`src/rtl/qrk_mul.sv`:
```
// shared signed 33x33 multiplier with registered product
`timescale 1ns / 1ps
module qrk_mul (
    input  logic               clk,
    input  logic signed [32:0] a,
    input  logic signed [32:0] b,
    output logic signed [65:0] prod
);

    logic signed [65:0] prod_reg;

    always_ff @(posedge clk)
    begin
        prod_reg <= a * b;
    end

    assign prod = prod_reg;

endmodule

```
`config.mk`:
```
export PLATFORM = sky130hd
export DESIGN_NAME = qrk_mul
export DESIGN_NICKNAME = d
export VERILOG_FILES = /design/src/rtl/qrk_mul.sv
export SDC_FILE = /design/constraint.sdc
export NUM_CORES = 2
export LEC_CHECK = 0
export ABC_AREA = 1
export BUFFER_PORTS_ARGS = -buffer_cell sky130_fd_sc_hd__buf_2
export CORE_UTILIZATION = 40
export CTS_BUF_LIST = sky130_fd_sc_hd__clkbuf_8
export DETAILED_ROUTE_END_ITERATION = 8
export PLACE_DENSITY_LB_ADDON = 0.15
export SYNTH_ARGS = -nofsm -noshare
export SYNTH_HDL_FRONTEND = slang
export SYNTH_SLANG_ARGS = --single-unit
```
`constraint.sdc`:
```
create_clock -name clk -period 23.4 [get_ports clk]
set_input_delay 3.51 -clock clk [delete_from_list [all_inputs] [get_ports clk]]
set_output_delay 3.51 -clock clk [all_outputs]
set_load 0.005 [all_outputs]
```
==> run summary <==
The flow ran to the end, and the final reports show no timing, DRC or antenna violations. The floorplan step defined a core boundary enclosing 0.107 mm2. Dividing the synthesized area by the synthesized cell count gives 7.79 um2. STA classifies the critical path startpoint as a primary input. The path class of the tightest hold or removal check is primary input to flop. The initialized floorplan defines 120 standard-cell rows. Summed over all nets, the half-perimeter wirelength after detailed placement is 106000 um. The number of fill cells in the layout came out at 11100. The wire length on met3 is 4030 um. The count of buffers inserted at the top-level ports came out at 132. 133 I/O pins were placed.

The largest individual stage delay along the critical path comes from the cell sky130_fd_sc_hd__fa_1. The most critical setup path has its startpoint at a[32]. The category of the most critical setup path is primary input to flop. The number of cells produced by synthesis came out at 5543. The worst setup path is captured at a flop. The maximum achievable frequency came out at 91.6 MHz.

The post-synthesis net count is 6972. The first-pass GRT wire length is 200000 um. The H-tree was split into 3 levels. The worst hold path begins at b[0]. The floorplan step defined a die boundary enclosing 0.109 mm2.

Entering global routing, the biggest net connects 35 pins. In the routed design, unresolved DRC markers number 0. After detailed routing, the wire length on met1 is 52200 um. The maximum single-stage delay on the critical path came out at 1.23 ns. The last weighted congestion value of the routability-driven placer came out at 0.921. Post-CTS repair changed the size of 0 cells. The sum of routed wire length over all layers is 123000 um.

In the synthesized netlist the dominant register cell turns out to be sky130_fd_sc_hd__dfxtp_1. The data required time at the worst endpoint is 23.67 ns. The remaining global-route overflow came out at 0. The clock net in this run drives a total of 66 sinks. The via count is 31900. The via count of the first global-routing pass is 35200. The register with the most flip-flops in the layout has 66 of them. The floorplan die width is 331 um.

Setup repair after global routing left no endpoint under its margin. The height of the chip came out at 331 um. Of all nets on the critical path, the largest fanout is 33. The maximum count of clock buffers along a single path came out at 2. Yosys mapped the design onto 35 distinct sky130hd cell types.

The initial antenna violation count came out at 6. The number of hold buffers added after CTS was 0. The number of buffers added by the clock tree synthesis step came out at 9. The highest layer used for signal routing is met5. The async set-or-reset flop fraction in the synthesized netlist is 0%. The effective utilization at floorplan came out at 40.3%. The cell at the root of the clock tree is sky130_fd_sc_hd__clkbuf_8.

The fraction of final layout cells sized beyond drive strength 1 came out at 4.24%. Summing every instance area after synthesis gives 0.0432 mm2. The worst-margin pin slew is 1.04 ns. The net total in the final layout is 6874.

The setup violation total in the final timing report came out at 0. The critical path goes through buf_2, nand2_1, inv_1, fa_1, fa_1, fa_1, fa_1, fa_1, fa_1, fa_1, inv_1, fa_1, inv_1, ha_1, nand2_1, nor2_1, nand2_1, nor4_1, nand2_1, nand3_1, nand2_1. The ratio of final minimum period to clock period is 46.6%. The count of flip-flops with a built-in enable after synthesis is 0.

The post-synthesis sequential element count came out at 66. The count of yosys warnings during synthesis is 0. The post-route minimum period came out at 10.92 ns. The total met2 wirelength after detailed routing is 64800 um. The CTS tree is yes.

The all-layer global routing usage came out at 23.8%. Across the run, the number of max-cap violations was 0. The sum of negative setup slack is 0 ns. The vias per cell is 4.65. The buffer and inverter count on the worst path came out at 4. The number of iterations in the first detailed-routing pass came out at 7. The post-CTS clock slew at the launch and capture registers of the worst setup and hold paths is 0.08 ns. The cell type with the highest occurrence count on the critical path is sky130_fd_sc_hd__fa_1. The first routing iteration left 1472 violations. The kind of cell adding the most delay to the critical path is adder cells. The per-cell routed wire length came out at 18.0 um.

The area occupied by registers is 0.00132 mm2. The area added between synthesis and finish came out at 4.18%. Sequential cells were found to cover 3.06% of the synthesized design area. The number of nets with antenna violations after routing is 0. The total count of max-transition violations in the final report came out at 0. The number of post-CTS setup repair buffers is 0. The worst slew margin relative to its limit came out at 30.4%. In the final layout, the multi-input gates occupy 0.0338 mm2. The data arrival time of the critical path is 11.19 ns.

The final count of hold timing violations came out at 0.
==> final cells by class <==
class	instances	share of cell area, %
timing repair buffer	154	1.84
antenna	2	0.0111
sequential	66	2.94
tap	1403	3.90
clock buffer	11	0.337
inverter	1895	15.8
clock inverter	5	0.120
multi-input combinational	3319	75.0
==> stage by stage <==
stage                     hold slack (ns)  cells  worst slack (ns)  utilization [%]  area [um2]
final                                3.78   6855             12.48             42.0       45000
after global routing                 3.79   6855             11.93             42.0       45000
after CTS                            3.75   6853             12.46             42.0       45000
after detailed placement             3.88   6837             12.07             41.8       44800
after global placement               3.89   6837             12.15             41.8       44800
after floorplan                      3.77   5543             13.13                -       43200
==> Yosys cell counts, types with 4 or more instances <==
cell type | count | area [um2]
sky130_fd_sc_hd__nor2_1 | 131 | 492
sky130_fd_sc_hd__xnor2_1 | 4 | 35.0
sky130_fd_sc_hd__nor2_2 | 20 | 125
sky130_fd_sc_hd__xor2_1 | 37 | 324
sky130_fd_sc_hd__nor3_1 | 7 | 35.0
sky130_fd_sc_hd__clkbuf_1 | 262 | 983
sky130_fd_sc_hd__nand3_1 | 70 | 350
sky130_fd_sc_hd__nand4_1 | 19 | 119
sky130_fd_sc_hd__dfxtp_1 | 66 | 1320
sky130_fd_sc_hd__or2_2 | 5 | 31.3
sky130_fd_sc_hd__ha_1 | 217 | 2720
sky130_fd_sc_hd__o21ai_0 | 19 | 95.1
sky130_fd_sc_hd__nor4_1 | 4 | 25.0
sky130_fd_sc_hd__fa_1 | 1145 | 22900
sky130_fd_sc_hd__o21bai_1 | 14 | 105
sky130_fd_sc_hd__a21oi_2 | 4 | 35.0
sky130_fd_sc_hd__nand2_2 | 17 | 106
sky130_fd_sc_hd__nand3_2 | 8 | 80.1
sky130_fd_sc_hd__a21oi_1 | 61 | 305
sky130_fd_sc_hd__nand2_1 | 1517 | 5690
sky130_fd_sc_hd__inv_1 | 1894 | 7110
==> routing by layer <==
metal | GRT usage (%) | vias to the layer above
met5 | 0 | -
met4 | 4.30 | 8
met3 | 1.53 | 110
met2 | 44.3 | 604
met1 | 30.5 | 16400
li1 | - | 14800
==> placed cells by master, fill, tap and decap left out, types with 2 or more instances in the layout <==
cell type	instances
sky130_fd_sc_hd__a21o_1	2
sky130_fd_sc_hd__a21oi_1	61
sky130_fd_sc_hd__a21oi_2	4
sky130_fd_sc_hd__and2_1	2
sky130_fd_sc_hd__buf_2	132
sky130_fd_sc_hd__buf_4	22
sky130_fd_sc_hd__clkbuf_8	11
sky130_fd_sc_hd__clkinvlp_4	2
sky130_fd_sc_hd__dfxtp_1	66
sky130_fd_sc_hd__diode_2	2
sky130_fd_sc_hd__fa_1	1145
sky130_fd_sc_hd__ha_1	217
sky130_fd_sc_hd__inv_1	1894
sky130_fd_sc_hd__inv_2	2
sky130_fd_sc_hd__nand2_1	1517
sky130_fd_sc_hd__nand2_2	17
sky130_fd_sc_hd__nand3_1	70
sky130_fd_sc_hd__nand3_2	8
sky130_fd_sc_hd__nand3b_1	3
sky130_fd_sc_hd__nand4_1	19
sky130_fd_sc_hd__nor2_1	131
sky130_fd_sc_hd__nor2_2	20
sky130_fd_sc_hd__nor2_4	3
sky130_fd_sc_hd__nor3_1	7
sky130_fd_sc_hd__nor4_1	4
sky130_fd_sc_hd__o21ai_0	19
sky130_fd_sc_hd__o21ai_1	3
sky130_fd_sc_hd__o21bai_1	14
sky130_fd_sc_hd__or2_2	5
sky130_fd_sc_hd__xnor2_1	4
sky130_fd_sc_hd__xor2_1	37
==> worst paths after layout <==
kind | to | slack [ns] | depth (start not counted)
hold / removal | prod[0]$_DFF_P_ | 3.78 | 3
setup / recovery | prod[63]$_DFF_P_ | 12.48 | 21
==> worst min-delay path, delay by kind of cell <==
kind | cells | cell delay (ns)
buffers and inverters | 2 | 0.35
AND/OR/NAND/NOR | 1 | 0.22
==> logic make-up (layout without fill, tap and decap cells) <==
family                     count (synthesis)  after routing  share of synthesized area (%)
AOI/OAI and AO/OA                        106            106                           1.38
xor gates and xnor gates                  41             41                          0.832
DFF                                       66             66                           3.06
other                                      0              2                              0
and+or+nand+nor                         1810           1810                           16.6
buffers and inverters                   2158           2065                           18.8
adders and majority gates               1362           1362                           59.4
Power is left out: the tool's default activity adds up to more than one toggle a clock period on the data nets, which glitch-free logic cannot reach.
