$ cat config.mk
export PLATFORM = sky130hd
export DESIGN_NAME = qrk_sqrt
export DESIGN_NICKNAME = d
export VERILOG_FILES = /design/src/rtl/qrk_sqrt.sv
export SDC_FILE = /design/constraint.sdc
export NUM_CORES = 1
export LEC_CHECK = 0
export ABC_AREA = 1
export BUFFER_PORTS_ARGS = -buffer_cell sky130_fd_sc_hd__buf_4
export CAP_MARGIN = 20
export CELL_PAD_IN_SITES_DETAIL_PLACEMENT = 0
export CELL_PAD_IN_SITES_GLOBAL_PLACEMENT = 1
export CORE_ASPECT_RATIO = 0.75
export CORE_MARGIN = 2
export CORE_UTILIZATION = 40
export DETAILED_ROUTE_END_ITERATION = 8
export GPL_TIMING_DRIVEN = 1
export PLACE_DENSITY = 0.83
export SLEW_MARGIN = 10
export SYNTH_ARGS = -nofsm -noshare
export SYNTH_HDL_FRONTEND = slang
export SYNTH_SLANG_ARGS = --single-unit
$ cat constraint.sdc
create_clock -name clk -period 8.3 [get_ports clk]
set_input_delay 1.66 -clock clk [delete_from_list [all_inputs] [get_ports clk]]
set_output_delay 1.66 -clock clk [all_outputs]
set_load 0.01 [all_outputs]
$ cat src/rtl/qrk_sqrt.sv
// iterative 64-bit integer square root, two radicand bits per cycle
`timescale 1ns / 1ps
module qrk_sqrt (
    input  logic        clk,
    input  logic        rst_n,
    input  logic        start,
    input  logic [63:0] x,
    output logic        done,
    output logic [31:0] root
);

    logic [63:0] x_reg, x_next;
    logic [63:0] res_reg, res_next;
    logic [63:0] bit_reg, bit_next;
    logic        busy_reg, busy_next;
    logic        done_reg, done_next;
    logic [64:0] cand;

    always_comb
    begin
        x_next    = x_reg;
        res_next  = res_reg;
        bit_next  = bit_reg;
        busy_next = busy_reg;
        done_next = 1'b0;
        cand      = {1'b0, res_reg} + {1'b0, bit_reg};
        if (start)
        begin
            x_next    = x;
            res_next  = '0;
            bit_next  = 64'h4000_0000_0000_0000;
            busy_next = 1'b1;
        end
        else if (busy_reg)
        begin
            if ({1'b0, x_reg} >= cand)
            begin
                x_next   = x_reg - cand[63:0];
                res_next = (res_reg >> 1) + bit_reg;
            end
            else
            begin
                res_next = res_reg >> 1;
            end
            bit_next = bit_reg >> 2;
            if (bit_reg[0])
            begin
                busy_next = 1'b0;
                done_next = 1'b1;
            end
        end
    end

    always_ff @(posedge clk or negedge rst_n)
    begin
        if (!rst_n)
        begin
            busy_reg <= 1'b0;
            done_reg <= 1'b0;
        end
        else
        begin
            busy_reg <= busy_next;
            done_reg <= done_next;
        end
    end

    always_ff @(posedge clk)
    begin
        x_reg   <= x_next;
        res_reg <= res_next;
        bit_reg <= bit_next;
    end

    assign done = done_reg;
    assign root = res_reg[31:0];

endmodule

==> metrics.md <==
| Metric | Value |
|---|---|
| Hold WC Path Type | `flip-flop to flip-flop` |
| Synth Area in Adders | `8.66%` |
| Gr usage total | `32.1%` |
| Global-route wire length before repair | `120000 um` |
| CTS Hold Bufs | `0` |
| Mean Syn Cell Area | `5.84 sq um` |
| Reg2reg path depth | `22` |
| Post-Layout Cell Count | `3910` |
| Multiplexer share of the synthesized area | `0%` |
| CORE AREA | `47100 sq um` |
| Sequential element share of the synthesized area | `20.5%` |
| Period utilization | `77.3%` |
| Synth cell count leaders | `982 x nand2_1, 403 x inv_1, 350 x nor2_1` |
| Post-DR vias/cell | `5.51` |
| Final Critical Period | `6.42 ns` |
| Critical path fanouts, max | `64` |
| Slew of the pin with the lowest slew margin | `1.23 ns` |
| Root buffer cell | `clkbuf_16` |
| Post-Syn Area | `19000 sq um` |
| # port buffers | `99` |
| Num CTS Buffers | `17` |
| Antenna violation net count after detailed routing | `0` |
| Die area | `49300 sq um` |
| Crit path arrival time | `6.52 ns` |
| Initial antenna violation count | `1` |
| RePlAce Congestion | `1.05` |
| Syn nets | `3451` |
| Total negative slack | `0 ns` |
| RSZ-0062 raised after global routing | `no` |
| Placement Cell Area | `20000 sq um` |
| # diodes | `0` |
| Setup Crit Path Kind | `flip-flop to flip-flop` |
| Post-synth EDFFs | `64` |
| Die H | `193 um` |
| Drt total wl | `80500 um` |
| Fin Clk Skew | `0.0136 ns` |
| Starting density of the core | `40.3%` |
| CP required | `8.41 ns` |
| Final Util | `43.6%` |
| Reg2reg start | `res_reg[8]$_SDFFE_PP0P_` |
| Mapped Cells | `3253` |
| Flops & latches, synth | `162` |
| Row cnt | `69` |
| Total congestion overflow | `0` |
| Status | `completed` |
| Clock slew at reported path FFs | `0.08 ns` |
| H-tree depth | `4` |
| Hold Fails Final Rpt | `0` |
| Post-synthesis simple-gate area fraction | `39.6%` |
| Worst Setup EP | `x_reg[17]$_DFFE_PP_` |
| Worst slack, placed | `2.09 ns` |
| HPWL after DPL | `65100 um` |
| Synth unique cells | `49` |
| CTS max path bufs | `2` |
| Worst Setup SP | `res_reg[8]$_SDFFE_PP0P_` |
| R2r setup slk | `1.88 ns` |
| Worst R2R End | `x_reg[17]$_DFFE_PP_` |
| Post-CTS Setup Repair Bufs | `0` |
| Initial DRC Count | `2349` |
| Area leader, netlist | `nand2_1` |
| # IOs | `100` |
| TritonRoute pass-1 iters | `6` |
| Vias in the first global route | `19600` |
| Chip Width | `256 um` |
| Area contributors post-synth | `nand2_1 19%, dfxtp_1 10%, edfxtp_1 10%` |
| Largest net degree at the start of global routing | `96` |
| Post-synthesis async set-or-reset flop share | `1.23%` |
| Fin. max-slew vios | `0` |
| Vias | `21600` |
| YS warnings | `0` |
| Final setup fails | `0` |
| Top-count cell post-synth | `nand2_1` |
| Crit path setup slack, layout | `1.88 ns` |
| Total power | `7.72 mW` |
| Skew-Pair Late Insertion Delay | `0.48 ns` |
| Hold_ws | `0.507 ns` |
| Post-Place Cells | `3878` |
| CTS sink cnt | `162` |
| Synth top area share | `19.4%` |
| Compound-Gate Fraction of Synth Area | `14.9%` |
| Worst vdd ir | `0.350 mV` |
| Post-synthesis xor/xnor area fraction | `4.88%` |
| Slew HR | `17.6%` |
| DR WL/cell | `20.6 um` |
| # DRC | `0` |
| Main combinational cell family by area after synthesis | `simple AND/OR/NAND/NOR gates` |
| Critical Path Source Type | `flip-flop` |
| CTS resizes | `0` |
| CTS tree | `built` |
| Fraction of layout cells with a size suffix above 1 | `5.75%` |
| Area grow syn2layout | `8.24%` |
| Nets@finish | `3456` |
| Main synth FF type | `dfxtp_1` |
| Maxcap violations | `0` |
| Max frequency | `156 MHz` |
| LEAKAGE | `9.49 nW` |
| Power Dens Cells | `375 nW/um^2` |
| Finished Cell Area | `20600 sq um` |
| Setup crit end kind | `flip-flop` |
==> worst max-delay path: stages (launching register included) <==
cell and delay (ns):
dfxtp_1 0.59, ha_1 0.27, nand2_1 0.10, o21bai_1 0.14, inv_1 0.06, o21ai_0 0.51
nand2_1 0.10, nand2_1 0.20, a31oi_1 0.18, o21ai_0 0.83, xnor2_1 0.29, ha_1 0.43
nand2_1 0.10, inv_1 0.09, nand2_1 0.14, nor3_2 0.33, nand2_1 0.20, o21ai_1 0.21
nand3_2 0.16, nand3_4 0.13, nand2_2 0.08, o21ai_4 0.11, buf_4 0.77
==> final cells by class <==
cell class | count | area (sq um)
fill | 5331 | 26600
multi-input combinational | 2561 | 13000
sequential | 162 | 3890
inverter | 408 | 1530
timing repair buffer | 108 | 811
tap | 639 | 800
clock buffer | 20 | 457
clock inverter | 12 | 116
==> metal layers <==
metal	wire [um]	GRT usage [%]	share of wire (%)	vias to the layer above
met5	0	0	0	-
met4	1350	6.52	1.7	0
met3	8900	9.92	11	76
met2	31600	46.0	39	959
met1	38600	46.7	48	9935
li1	-	-	-	10600
==> placed cells by master (no fill, tap or decap), types with 3 or more instances in the layout <==
cell       instances
nand2_1          982
inv_1            402
nor2_1           350
nand3_1          324
a21oi_1          247
o21ai_0          190
ha_1             130
buf_4            108
dfxtp_1           96
xor2_1            64
edfxtp_1          64
xnor2_1           42
nor3_1            27
nand4_1           27
or2_2             26
nand3b_1          21
o21bai_1          20
a21o_1            20
nor4_1            19
clkbuf_16         17
a31oi_1           10
o21a_1            10
o21ai_1            8
inv_2              6
and2_1             6
inv_6              5
nand2_2            4
o211ai_1           4
a211oi_1           3
and3_1             3
==> where the power goes <==
part	switching [mW]	total (mW)	internal, mW
clock network	0.399	0.835	0.436
registers	0.346	1.57	1.23
logic	3.60	5.32	1.72
total	4.35	7.72	3.38
==> logic make-up (layout without fill, tap and decap cells) <==
kind of cell,after synthesis,count (layout)
compound gates,526,526
xor+xnor,106,106
buf+inv,530,548
simple gates,1798,1798
fa+ha+maj,131,131
flops,162,162
==> worst min-delay path by stage <==
stage | start | cells past startpoint | to | slack, ns
5_1_grt | res_reg[0]$_SDFFE_PP0P_ | 2 | res_reg[0]$_SDFFE_PP0P_ | 0.54
6_report | res_reg[0]$_SDFFE_PP0P_ | 2 | res_reg[0]$_SDFFE_PP0P_ | 0.51
2_1_floorplan | bit_reg[0]$_SDFFE_PP0P_ | 2 | done$_DFF_PN0_ | 0.45
3_3_place_gp | res_reg[0]$_SDFFE_PP0P_ | 2 | res_reg[0]$_SDFFE_PP0P_ | 0.48
3_5_place_dp | res_reg[0]$_SDFFE_PP0P_ | 2 | res_reg[0]$_SDFFE_PP0P_ | 0.49
4_1_cts | res_reg[0]$_SDFFE_PP0P_ | 2 | res_reg[0]$_SDFFE_PP0P_ | 0.51
Note: power is estimated with default switching activity, not from simulation.
