--- config.mk ---
export PLATFORM = sky130hd
export DESIGN_NAME = qrk_div
export DESIGN_NICKNAME = d
export VERILOG_FILES = /design/src/rtl/qrk_pkg.sv /design/src/rtl/qrk_div.sv
export SDC_FILE = /design/constraint.sdc
export NUM_CORES = 1
export LEC_CHECK = 0
export BUFFER_PORTS_ARGS = -buffer_cell sky130_fd_sc_hd__buf_4
export CAP_MARGIN = 20
export CORE_UTILIZATION = 55
export DETAILED_ROUTE_END_ITERATION = 16
export PLACE_DENSITY = 0.78
export SYNTH_ARGS = -nofsm -noshare
export SYNTH_HDL_FRONTEND = slang
export SYNTH_SLANG_ARGS = --single-unit
--- constraint.sdc ---
create_clock -name clk -period 3.3 [get_ports clk]
set_input_delay 0.33 -clock clk [delete_from_list [all_inputs] [get_ports clk]]
set_output_delay 0.33 -clock clk [all_outputs]
set_load 0.02 [all_outputs]
--- src/rtl/qrk_pkg.sv ---
// shared types, constants and helper functions of the quaternion rk4 propagator
`timescale 1ns / 1ps
package qrk_pkg;

    localparam int STEP_FRAC_BITS = 24;
    localparam logic [23:0] STEP_SIZE_RESET = 24'd1677722;
    localparam logic [10:0] SUBSTEP_RESET = 11'd1;
    localparam logic [10:0] MAX_SUBSTEPS = 11'd1024;
    localparam logic [3:0] LAST_TERM = 4'd11;

    localparam logic CFG_STEP_SIZE = 1'b0;
    localparam logic CFG_SUBSTEP_COUNT = 1'b1;

    typedef enum logic [4:0] {
        S_IDLE,
        S_HMUL,
        S_HRND,
        S_SUBCHK,
        S_DMUL,
        S_DRND,
        S_DACC,
        S_UPD,
        S_DIVS,
        S_DIVW,
        S_NMUL,
        S_NACC,
        S_SQS,
        S_SQW,
        S_ODIVS,
        S_ODIVW,
        S_DONE
    } state_t;

    typedef struct packed {
        logic        start;
        logic [63:0] num;
        logic [63:0] den;
    } div_req_t;

    typedef struct packed {
        logic        done;
        logic [63:0] quo;
    } div_rsp_t;

    // quaternion component feeding product term i
    function automatic logic [1:0] term_y(input logic [3:0] i);
        logic [1:0] r;
        case (i)
            4'd0:    r = 2'd1;
            4'd1:    r = 2'd2;
            4'd2:    r = 2'd3;
            4'd3:    r = 2'd0;
            4'd4:    r = 2'd2;
            4'd5:    r = 2'd3;
            4'd6:    r = 2'd0;
            4'd7:    r = 2'd1;
            4'd8:    r = 2'd3;
            4'd9:    r = 2'd0;
            4'd10:   r = 2'd1;
            4'd11:   r = 2'd2;
            default: r = 2'd0;
        endcase
        return r;
    endfunction

    // rate axis feeding product term i
    function automatic logic [1:0] term_w(input logic [3:0] i);
        logic [1:0] r;
        case (i)
            4'd0:    r = 2'd0;
            4'd1:    r = 2'd1;
            4'd2:    r = 2'd2;
            4'd3:    r = 2'd0;
            4'd4:    r = 2'd2;
            4'd5:    r = 2'd1;
            4'd6:    r = 2'd1;
            4'd7:    r = 2'd2;
            4'd8:    r = 2'd0;
            4'd9:    r = 2'd2;
            4'd10:   r = 2'd1;
            4'd11:   r = 2'd0;
            default: r = 2'd0;
        endcase
        return r;
    endfunction

    function automatic logic term_neg(input logic [3:0] i);
        logic r;
        case (i)
            4'd0, 4'd1, 4'd2, 4'd5, 4'd7, 4'd11: r = 1'b1;
            default:                             r = 1'b0;
        endcase
        return r;
    endfunction

    // derivative component that product term i adds into
    function automatic logic [1:0] term_k(input logic [3:0] i);
        logic [1:0] r;
        case (i)
            4'd0, 4'd1, 4'd2:  r = 2'd0;
            4'd3, 4'd4, 4'd5:  r = 2'd1;
            4'd6, 4'd7, 4'd8:  r = 2'd2;
            4'd9, 4'd10, 4'd11: r = 2'd3;
            default:           r = 2'd0;
        endcase
        return r;
    endfunction

    function automatic logic signed [31:0] sat32(input logic signed [63:0] v);
        logic signed [31:0] r;
        if (v > 64'sd2147483647)
            r = 32'sh7fffffff;
        else if (v < -64'sd2147483648)
            r = 32'sh80000000;
        else
            r = v[31:0];
        return r;
    endfunction

endpackage

--- src/rtl/qrk_div.sv ---
// shared 64-bit unsigned restoring divider, one quotient bit per cycle
`timescale 1ns / 1ps
module qrk_div (
    input  logic              clk,
    input  logic              rst_n,
    input  qrk_pkg::div_req_t req,
    output qrk_pkg::div_rsp_t rsp
);

    logic [64:0] rem_reg, rem_next;
    logic [63:0] quo_reg, quo_next;
    logic [63:0] den_reg, den_next;
    logic [5:0]  cnt_reg, cnt_next;
    logic        busy_reg, busy_next;
    logic        done_reg, done_next;
    logic [64:0] trial;

    always_comb
    begin
        rem_next  = rem_reg;
        quo_next  = quo_reg;
        den_next  = den_reg;
        cnt_next  = cnt_reg;
        busy_next = busy_reg;
        done_next = 1'b0;
        trial     = {rem_reg[63:0], quo_reg[63]};
        if (req.start)
        begin
            rem_next  = '0;
            quo_next  = req.num;
            den_next  = req.den;
            cnt_next  = '0;
            busy_next = 1'b1;
        end
        else if (busy_reg)
        begin
            if (trial >= {1'b0, den_reg})
            begin
                rem_next = trial - {1'b0, den_reg};
                quo_next = {quo_reg[62:0], 1'b1};
            end
            else
            begin
                rem_next = trial;
                quo_next = {quo_reg[62:0], 1'b0};
            end
            cnt_next = cnt_reg + 6'd1;
            if (cnt_reg == 6'd63)
            begin
                busy_next = 1'b0;
                done_next = 1'b1;
            end
        end
    end

    always_ff @(posedge clk or negedge rst_n)
    begin
        if (!rst_n)
        begin
            busy_reg <= 1'b0;
            done_reg <= 1'b0;
            cnt_reg  <= '0;
        end
        else
        begin
            busy_reg <= busy_next;
            done_reg <= done_next;
            cnt_reg  <= cnt_next;
        end
    end

    always_ff @(posedge clk)
    begin
        rem_reg <= rem_next;
        quo_reg <= quo_next;
        den_reg <= den_next;
    end

    assign rsp.done = done_reg;
    assign rsp.quo  = quo_reg;

endmodule

==> results.json, run 1 <==
{
  "syn_to_final_growth_pct": 22.1,
  "ys.flop_type": "edfxtp_1",
  "min_path_cells": 1,
  "tightestPinTransition_ns": 0.937,
  "dieWidth_um": 151,
  "drive_gt1_frac": 0.264,
  "ys_ff_latch": 200,
  "synthTopCellsByArea": "edfxtp_1 31%, dfxtp_1 10%, ha_1 6.6%, mux2_2 5.9%, a21oi_1 4.3%",
  "cts_sinks": 200,
  "grt_pass1_wl_um": 52800,
  "cts.clk_slew.worst_paths_ns": 0.09,
  "port_buffers": 195,
  "fillCellCount": 1720,
  "wl_um": 34000,
  "maxCapViolCount": 0,
  "synth.most_common_cell": "nand2_1",
  "grtUsageMet1": 0.394,
  "slew_viol_final": 0,
  "place.gp.congestion": 0.934,
  "final_nets": 1690,
  "avgSynthCellArea_um2": 9.43,
  "p_per_area_mw_per_mm2": 409,
  "dieHeight_um": 151,
  "clock_path_buffers": 2,
  "rows": 54,
  "setup_viol": 0,
  "pin_count": 196,
  "period_needed_ns": 3.17,
  "antenna_cells": 0,
  "post-synth-top-area-fraction": 0.313,
  "die_area_mm2": 0.0229,
  "post_synth_inst_count": 1301,
  "gr-total-overflow": 0,
  "start_util": 0.562,
  "yosysWarnings": 0,
  "met3_usage": 0.0605,
  "drc": 0,
  "finalNonFillerCells": 1786,
  "post-dp-hpwl_um": 24600,
  "hold_ws_ns": 0.0363,
  "critPathLaunchType": "flop",
  "ir_worst_vdd_v": 0.000283,
  "critPathCaptureType": "flop",
  "core_mm2": 0.0218,
  "grt_max_degree": 176,
  "insertion_delay_ns": 0.46,
  "setup_tns_ns": 0,
  "cp.required_ns": 3.65,
  "synth_common_cells": "140 x nand2_1, 128 x edfxtp_1, 105 x a21oi_1",
  "synthDistinctLibCells": 78,
  "firstDrtPassIters": 5,
  "htreeDepth": 4,
  "cts_root_buffer": "clkbuf_16",
  "worstRegToRegCells": 13,
  "finalHoldViolCount": 0,
  "fmax_mhz": 315,
  "final_util": 0.686,
  "power_leakage_nw": 6.34,
  "globalRoute.busiestLayer": "met2",
  "setup.worst_path.class": "flop to flop",
  "netlist_area_mm2": 0.0123,
  "run_status": "completed",
  "cp_max_fo": 9,
  "synth_nets": 1498,
  "dpl-instance-area_mm2": 0.0142,
  "wl_per_cell_um": 19.0,
  "yosys.area.top_type": "edfxtp_1",
  "met2_usage": 0.488,
  "final_cell_area_mm2": 0.0150,
  "viasPerCell": 6.10,
  "arrival_ns": 3.51,
  "grtUsageTotal": 0.298,
  "antenna_found_initial": 0,
  "period_share": 0.961,
  "skew_ns": 0.0197,
  "drt_iter0_markers": 874,
  "dp.cells": 1752,
  "postRouteAntennaNets": 0,
  "hp-class": "input port to flop",
  "async_flop_share": 0.0400,
  "rsz0062_at_grt": "yes",
  "maxSlewHeadroom": 0.375,
  "cts_tree": "done",
  "grt_pass1_vias": 10500,
  "numCtsBuffers": 17,
  "synth-seq-area-share": 0.434,
  "routed-via-count": 10900,
  "synth_edf_count": 128
}
[area by class of cell]
| class | instances | area [um2] | area share |
|---|---|---|---|
| inverters | 89 | 334 | 0.0223 |
| well taps | 280 | 350 | 0.0234 |
| flip-flops and latches | 200 | 5330 | 0.356 |
| multi-input cells | 934 | 6400 | 0.427 |
| repair buffers | 251 | 1940 | 0.129 |
| clock inverters | 15 | 205 | 0.0137 |
| clock buffers | 17 | 425 | 0.0284 |
[final timing paths]
path	from	endpoint	slack [ns]
worst max-delay path	den_reg[22]	rem_reg[59]	0.13
worst min-delay path	req[30]	den_reg[30]	0.04
worst max register to register	den_reg[22]	rem_reg[59]	0.13
worst min register to register	rem_reg[10]	rem_reg[11]	0.50
max in group asynchronous	rst_n	busy_reg	2.93
min in group asynchronous	rst_n	cnt_reg[3]	0.22
[stage by stage]
step | setup slack, ns | power (mW)
floorplan | 0.415 | 3.48
global placement | 0.0173 | 3.87
detailed placement | -0.0253 | 3.89
CTS | 0.0712 | 6.13
global route | -0.0766 | 6.34
finish | 0.130 | 6.13
[where the power goes]
| group | switching, mW | internal [mW] |
|---|---|---|
| registers | 0.0719 | 2.83 |
| logic | 0.523 | 0.435 |
| clock network | 1.19 | 1.07 |
| total | 1.79 | 4.34 |
[cells by family (layout without fill, tap and decap cells)]
kind of cell | Yosys count | after routing | synth area share
compound gates | 339 | 339 | 0.180
xor+xnor | 53 | 53 | 0.0378
fa+ha+maj | 66 | 66 | 0.0679
buf+inv | 167 | 372 | 0.0561
flops | 200 | 200 | 0.434
mux | 79 | 79 | 0.0710
simple gates | 397 | 397 | 0.153
[layer usage]
| layer | up-vias | routed length, um | share of wire |
|---|---|---|---|
| met5 | - | 0 | 0 |
| met4 | 0 | 731 | 0.022 |
| met3 | 63 | 2270 | 0.067 |
| met2 | 460 | 16400 | 0.48 |
| met1 | 5221 | 14600 | 0.43 |
| li1 | 5145 | - | - |
[critical path, cell delays in order (launching register included)]
cell	delay [ns]
edfxtp_1	0.34
inv_1	0.04
ha_1	0.38
a21oi_1	0.19
o21ai_1	0.21
nor4_2	0.41
o21ai_2	0.17
a32oi_2	0.32
buf_4	0.18
a22oi_4	0.06
buf_4	0.17
nand2_1	0.19
a31oi_1	0.08
a311o_1	0.32
[timing repair]
item | CTS | global route
pin swaps | 0 | 5
gates resized for setup | 1 | 36
hold endpoints to repair | 8 | 0
setup endpoints to repair | 1 | 58
setup buffers | 0 | 1
hold buffers | 1 | 0
cloned | 0 | 0
[placed cells by master (no fill, tap or decap), types with 58 or more instances in the layout]
cell,count
nor2_1,103
a21oi_1,97
edfxtp_1,128
inv_1,88
ha_1,58
mux2_2,64
nand2_1,140
dfxtp_1,64
o21ai_0,65
buf_4,244
(Power assumes the default switching activity.)
==> run 2: changes to the inputs <==
Settings changed: CORE_UTILIZATION 55 to 35, CTS_BUF_LIST set to sky130_fd_sc_hd__clkbuf_8, PLACE_DENSITY 0.78 to unset.
Clock period 3.3 ns to 3.63 ns, I/O delays scaled along.
==> run 2 against run 1 <==
  * Power decreased by 19%
  * Non-clock buffer count increased by 19
  * Clock skew increased by 0.0054 ns
  * First-iteration DRC count decreased by 15%
  * Cell area increased by 0.68%
  * Global-route usage decreased by 9.8 points
  * Clock power decreased by 37%
  * Utilization decreased by 25 points
  * Sequential power decreased by 8.6%
  * Critical path type unchanged
==> results.json, run 2 (synthesis gave the netlist of run 1 again) <==
{
  "run_status": "completed",
  "period_needed_ns": 3.43,
  "numCtsBuffers": 17,
  "setup_viol": 0,
  "syn_to_final_growth_pct": 22.9,
  "arrival_ns": 3.84,
  "post-dp-hpwl_um": 25900,
  "antenna_cells": 0,
  "period_share": 0.944,
  "cp_max_fo": 22,
  "rows": 68,
  "cts_sinks": 200,
  "cts_tree": "done",
  "drive_gt1_frac": 0.220,
  "wl_um": 35300,
  "routed-via-count": 10700,
  "final_cell_mix": "211 x buf_4, 140 x nand2_1, 128 x edfxtp_1",
  "final_nets": 1709,
  "gr-total-overflow": 0,
  "layout_commonest_cell": "buf_4",
  "rr_endpoint": "rem_reg[3]",
  "p_seq_frac": 0.532,
  "hp-class": "input port to flop",
  "critPathCaptureType": "flop",
  "finalHoldViolCount": 0,
  "die_area_mm2": 0.0358,
  "cts_post_setup_buffers_inserted": 0,
  "port_buffers": 195,
  "p_per_area_mw_per_mm2": 330,
  "rsz0062_at_grt": "no",
  "wl_per_cell_um": 17.8,
  "start_util": 0.355,
  "dieHeight_um": 189,
  "clock_path_buffers": 2,
  "grt_pass1_wl_um": 56300,
  "cp.required_ns": 4.04,
  "insertion_delay_ns": 0.51,
  "power_leakage_nw": 6.27,
  "core_mm2": 0.0345,
  "place.gp.congestion": 0.907,
  "cts_root_buffer": "clkbuf_8",
  "crit_path_end": "rem_reg[3]",
  "grt_max_degree": 97,
  "skew_ns": 0.0251,
  "maxCapViolCount": 0,
  "fmax_mhz": 292,
  "dieWidth_um": 189,
  "maxSlewHeadroom": 0.345,
  "grtUsageTotal": 0.199,
  "cts.clk_slew.worst_paths_ns": 0.11,
  "setup.worst_path.class": "flop to flop",
  "htreeDepth": 4,
  "critPathLaunchType": "flop",
  "drc": 0,
  "r2r_setup_slack_ns": 0.20,
  "postRouteAntennaNets": 0,
  "ir_worst_vdd_v": 0.000309,
  "grt_pass1_vias": 10700,
  "rr_startpoint": "den_reg[3]",
  "drt_iter0_markers": 744,
  "pwr-share-clk": 0.289,
  "firstDrtPassIters": 5,
  "netSwitchingPower_mw": 1.43,
  "design_power_total_mw": 4.97,
  "tightestPinTransition_ns": 0.983,
  "p_sw_frac": 0.287,
  "intPower_mw": 3.55,
  "setup_tns_ns": 0,
  "antenna_found_initial": 1,
  "pwr-share-comb": 0.179,
  "viasPerCell": 5.39,
  "worstRegToRegCells": 12,
  "crit_path_start": "den_reg[3]",
  "slew_viol_final": 0,
  "pin_count": 196
}
[run 2: worst max-delay path, stage by stage, from the launching register on]
cell	delay, ns
edfxtp_1	0.35
inv_1	0.07
ha_1	0.36
nand3_1	0.16
a21oi_1	0.26
nor4_1	0.12
o21ai_1	0.45
a32oi_2	0.27
a21oi_2	0.34
nor2_4	0.05
buf_4	0.24
or3b_1	0.40
a311oi_1	0.25
[run 2: metal layers]
layer / vias to the layer above / routed length [um] / track usage
met5: - / 13 / 0
met3: 52 / 2470 / 0.0495
met4: 2 / 937 / 0.0735
met1: 5056 / 15500 / 0.252
met2: 389 / 16400 / 0.328
li1: 5171 / - / -
[run 2: repair_timing]
| action | CTS | global route |
|---|---|---|
| gates resized for setup | 0 | 2 |
| endpoints found under the setup margin | 0 | 6 |
| endpoints found under the hold margin | 46 | 15 |
| hold buffers | 39 | 15 |
[run 2: worst min path at each step]
| stage | cells after the start | start | endpoint | slack, ns |
|---|---|---|---|---|
| after floorplan | 0 | rst_n | busy_reg | 0.07 |
| after global placement | 1 | rst_n | done_reg | 0.19 |
| after detailed placement | 1 | rst_n | done_reg | 0.19 |
| after CTS | 1 | req[28] | den_reg[28] | 0.00001 |
| after global routing | 1 | req[23] | den_reg[23] | 0.002 |
| final | 1 | req[10] | den_reg[10] | 0.05 |
[run 2: through the flow]
step / worst slack [ns] / hold WS (ns) / instances / util / area, um2
floorplan: 0.745 / 0.0674 / 1301 / - / 12300
global placement: 0.247 / 0.186 / 1894 / 0.410 / 14200
detailed placement: 0.217 / 0.186 / 1894 / 0.410 / 14200
CTS: 0.199 / 0.0000115 / 1965 / 0.432 / 14900
global route: 0.00509 / 0.00219 / 1980 / 0.437 / 15100
finish: 0.203 / 0.0475 / 1980 / 0.437 / 15100
[run 2: cell type report]
cell class                      instances  area, um2
Clock buffer                           17        234
Clock inverter                         15        140
Fill cell                            3459      19500
Inverter                               89        334
Multi-Input combinational cell        934       6260
Sequential cell                       200       5330
Tap cell                              455        569
Timing Repair Buffer                  270       2220
[run 2: power by group through the flow]
stage / clock (mW) / sequential [mW] / combinational [mW]
CTS: 1.49 / 2.65 / 0.876
global placement: 0 / 2.69 / 0.832
global route: 1.57 / 2.67 / 0.962
detailed placement: 0 / 2.70 / 0.838
floorplan: 0 / 2.77 / 0.391
finish: 1.44 / 2.65 / 0.888
==> run 3: changes to the inputs <==
Settings changed: PLACE_DENSITY set to 0.53.
==> run 3 against run 2 <==
  * Sequential power barely moved
  * Final cell count fell by 0.15%
  * Clock power rose by 10%
  * Worst hold slack got worse by 0.013 ns
  * Register-to-register slack barely moved
  * Critical path depth did not move
  * Combinational power fell by 0.8%
  * Wire length rose by 0.23%
  * Power rose by 2.8%
  * Non-clock buffer count fell by 3
  * Cell area fell by 0.17%
  * Die area did not move
  * Critical path type unchanged
==> results.json, run 3 (synthesis gave the netlist of run 1 again) <==
{
  "run_status": "completed",
  "htreeDepth": 4,
  "firstDrtPassIters": 5,
  "drc": 0,
  "layout_commonest_cell": "buf_4",
  "cp.required_ns": 4.04,
  "dieHeight_um": 189,
  "routed-via-count": 10400,
  "setup_tns_ns": 0,
  "die_area_mm2": 0.0358,
  "cpMaxStageDelayCell": "ha_1",
  "slowest_delay_ns": 0.44,
  "grtUsageTotal": 0.199,
  "dp.cells": 1902,
  "design_power_total_mw": 5.11,
  "final_cell_mix": "221 x buf_4, 140 x nand2_1, 128 x edfxtp_1",
  "critPathTopFamily": "compound AO/OA/AOI/OAI gates",
  "dpl-instance-area_mm2": 0.0142,
  "cts_tree": "done",
  "rsz0062_at_grt": "no",
  "tightestPinTransition_ns": 0.875,
  "fmax_mhz": 293,
  "worst_path_most_repeated_cell": "o21ai_1",
  "grt_max_degree": 65,
  "maxCapViolCount": 0,
  "clock_path_buffers": 2,
  "finalNonFillerCells": 1977,
  "post-dp-hpwl_um": 26200,
  "cts.clk_slew.worst_paths_ns": 0.10,
  "grt_pass1_wl_um": 56100,
  "insertion_delay_ns": 0.52,
  "antenna_found_initial": 0,
  "cts_post_setup_buffers_inserted": 0,
  "antenna_cells": 0,
  "syn_to_final_growth_pct": 22.7,
  "final_cell_area_mm2": 0.0151,
  "wl_um": 35400,
  "drt_iter0_markers": 715,
  "postRouteAntennaNets": 0,
  "dieWidth_um": 189,
  "finalHoldViolCount": 0,
  "start_util": 0.355,
  "core_mm2": 0.0345,
  "final_util": 0.436,
  "period_share": 0.941,
  "drive_gt1_frac": 0.225,
  "numCtsBuffers": 17,
  "cts_root_buffer": "clkbuf_8",
  "period_needed_ns": 3.41,
  "setup.worst_path.class": "flop to flop",
  "final_nets": 1706,
  "cp_max_fo": 20,
  "place.gp.congestion": 0.877,
  "grt_pass1_vias": 10500,
  "critPathLaunchType": "flop",
  "skew_ns": 0.0278,
  "wl_per_cell_um": 17.9,
  "hold_ws_ns": 0.0346,
  "arrival_ns": 3.82,
  "rows": 68,
  "pre_cts_slack_ns": 0.222,
  "hp-class": "input port to flop",
  "setup_ws_ns": 0.215,
  "slew_viol_final": 0,
  "maxSlewHeadroom": 0.416,
  "path_buf_inv": 2,
  "power_leakage_nw": 6.29,
  "ir_worst_vdd_v": 0.000275,
  "critPathCaptureType": "flop",
  "gr-total-overflow": 0,
  "cts_sinks": 200,
  "p_per_area_mw_per_mm2": 340,
  "viasPerCell": 5.28,
  "setup_viol": 0,
  "path_cells": "inv_1 > ha_1 > a21oi_1 > o21ai_1 > nor4_1 > o21ai_1 > a32oi_2 > a21oi_2 > nor2_4 > buf_4 > or3b_1 > a311oi_1",
  "pin_count": 196,
  "port_buffers": 195
}
-- run 3: power by group --
part,leakage (nW),internal (mW),switching [mW]
sequential,1.93,2.58,0.0680
clock,0.215,0.696,0.890
combinational,4.15,0.410,0.472
total,6.29,3.68,1.43
-- run 3: what timing repair did --
| item | CTS | global route |
|---|---|---|
| hold buffers | 43 | 0 |
| endpoints found under the hold margin | 50 | 0 |
| setup endpoints to repair | 0 | 4 |
| resized for setup | 0 | 1 |
-- run 3: worst paths after layout --
check	start	end	slack [ns]	cells after the start
hold / removal	req[10]	den_reg[10]	0.03	1
setup reg to reg	den_reg[22]	rem_reg[3]	0.22	12
min in group asynchronous	rst_n	done_reg	0.22	2
setup / recovery	den_reg[22]	rem_reg[3]	0.22	12
max in group asynchronous	rst_n	busy_reg	3.26	2
hold reg to reg	rem_reg[61]	rem_reg[61]	0.49	2
-- run 3: final cells by class --
type	count	area (um2)
clock buffers	17	234
clock inverters	15	189
fillers	3472	19500
inverters	89	334
multi-input cells	934	6260
flip-flops and latches	200	5330
well taps	455	569
repair buffers	267	2140
-- run 3: routing by layer --
layer,GRT usage,wire [um],up-vias
li1,-,-,5165
met2,0.325,16600,302
met1,0.258,16000,4938
met4,0.0605,589,0
met3,0.0515,2250,40
met5,0,0,-
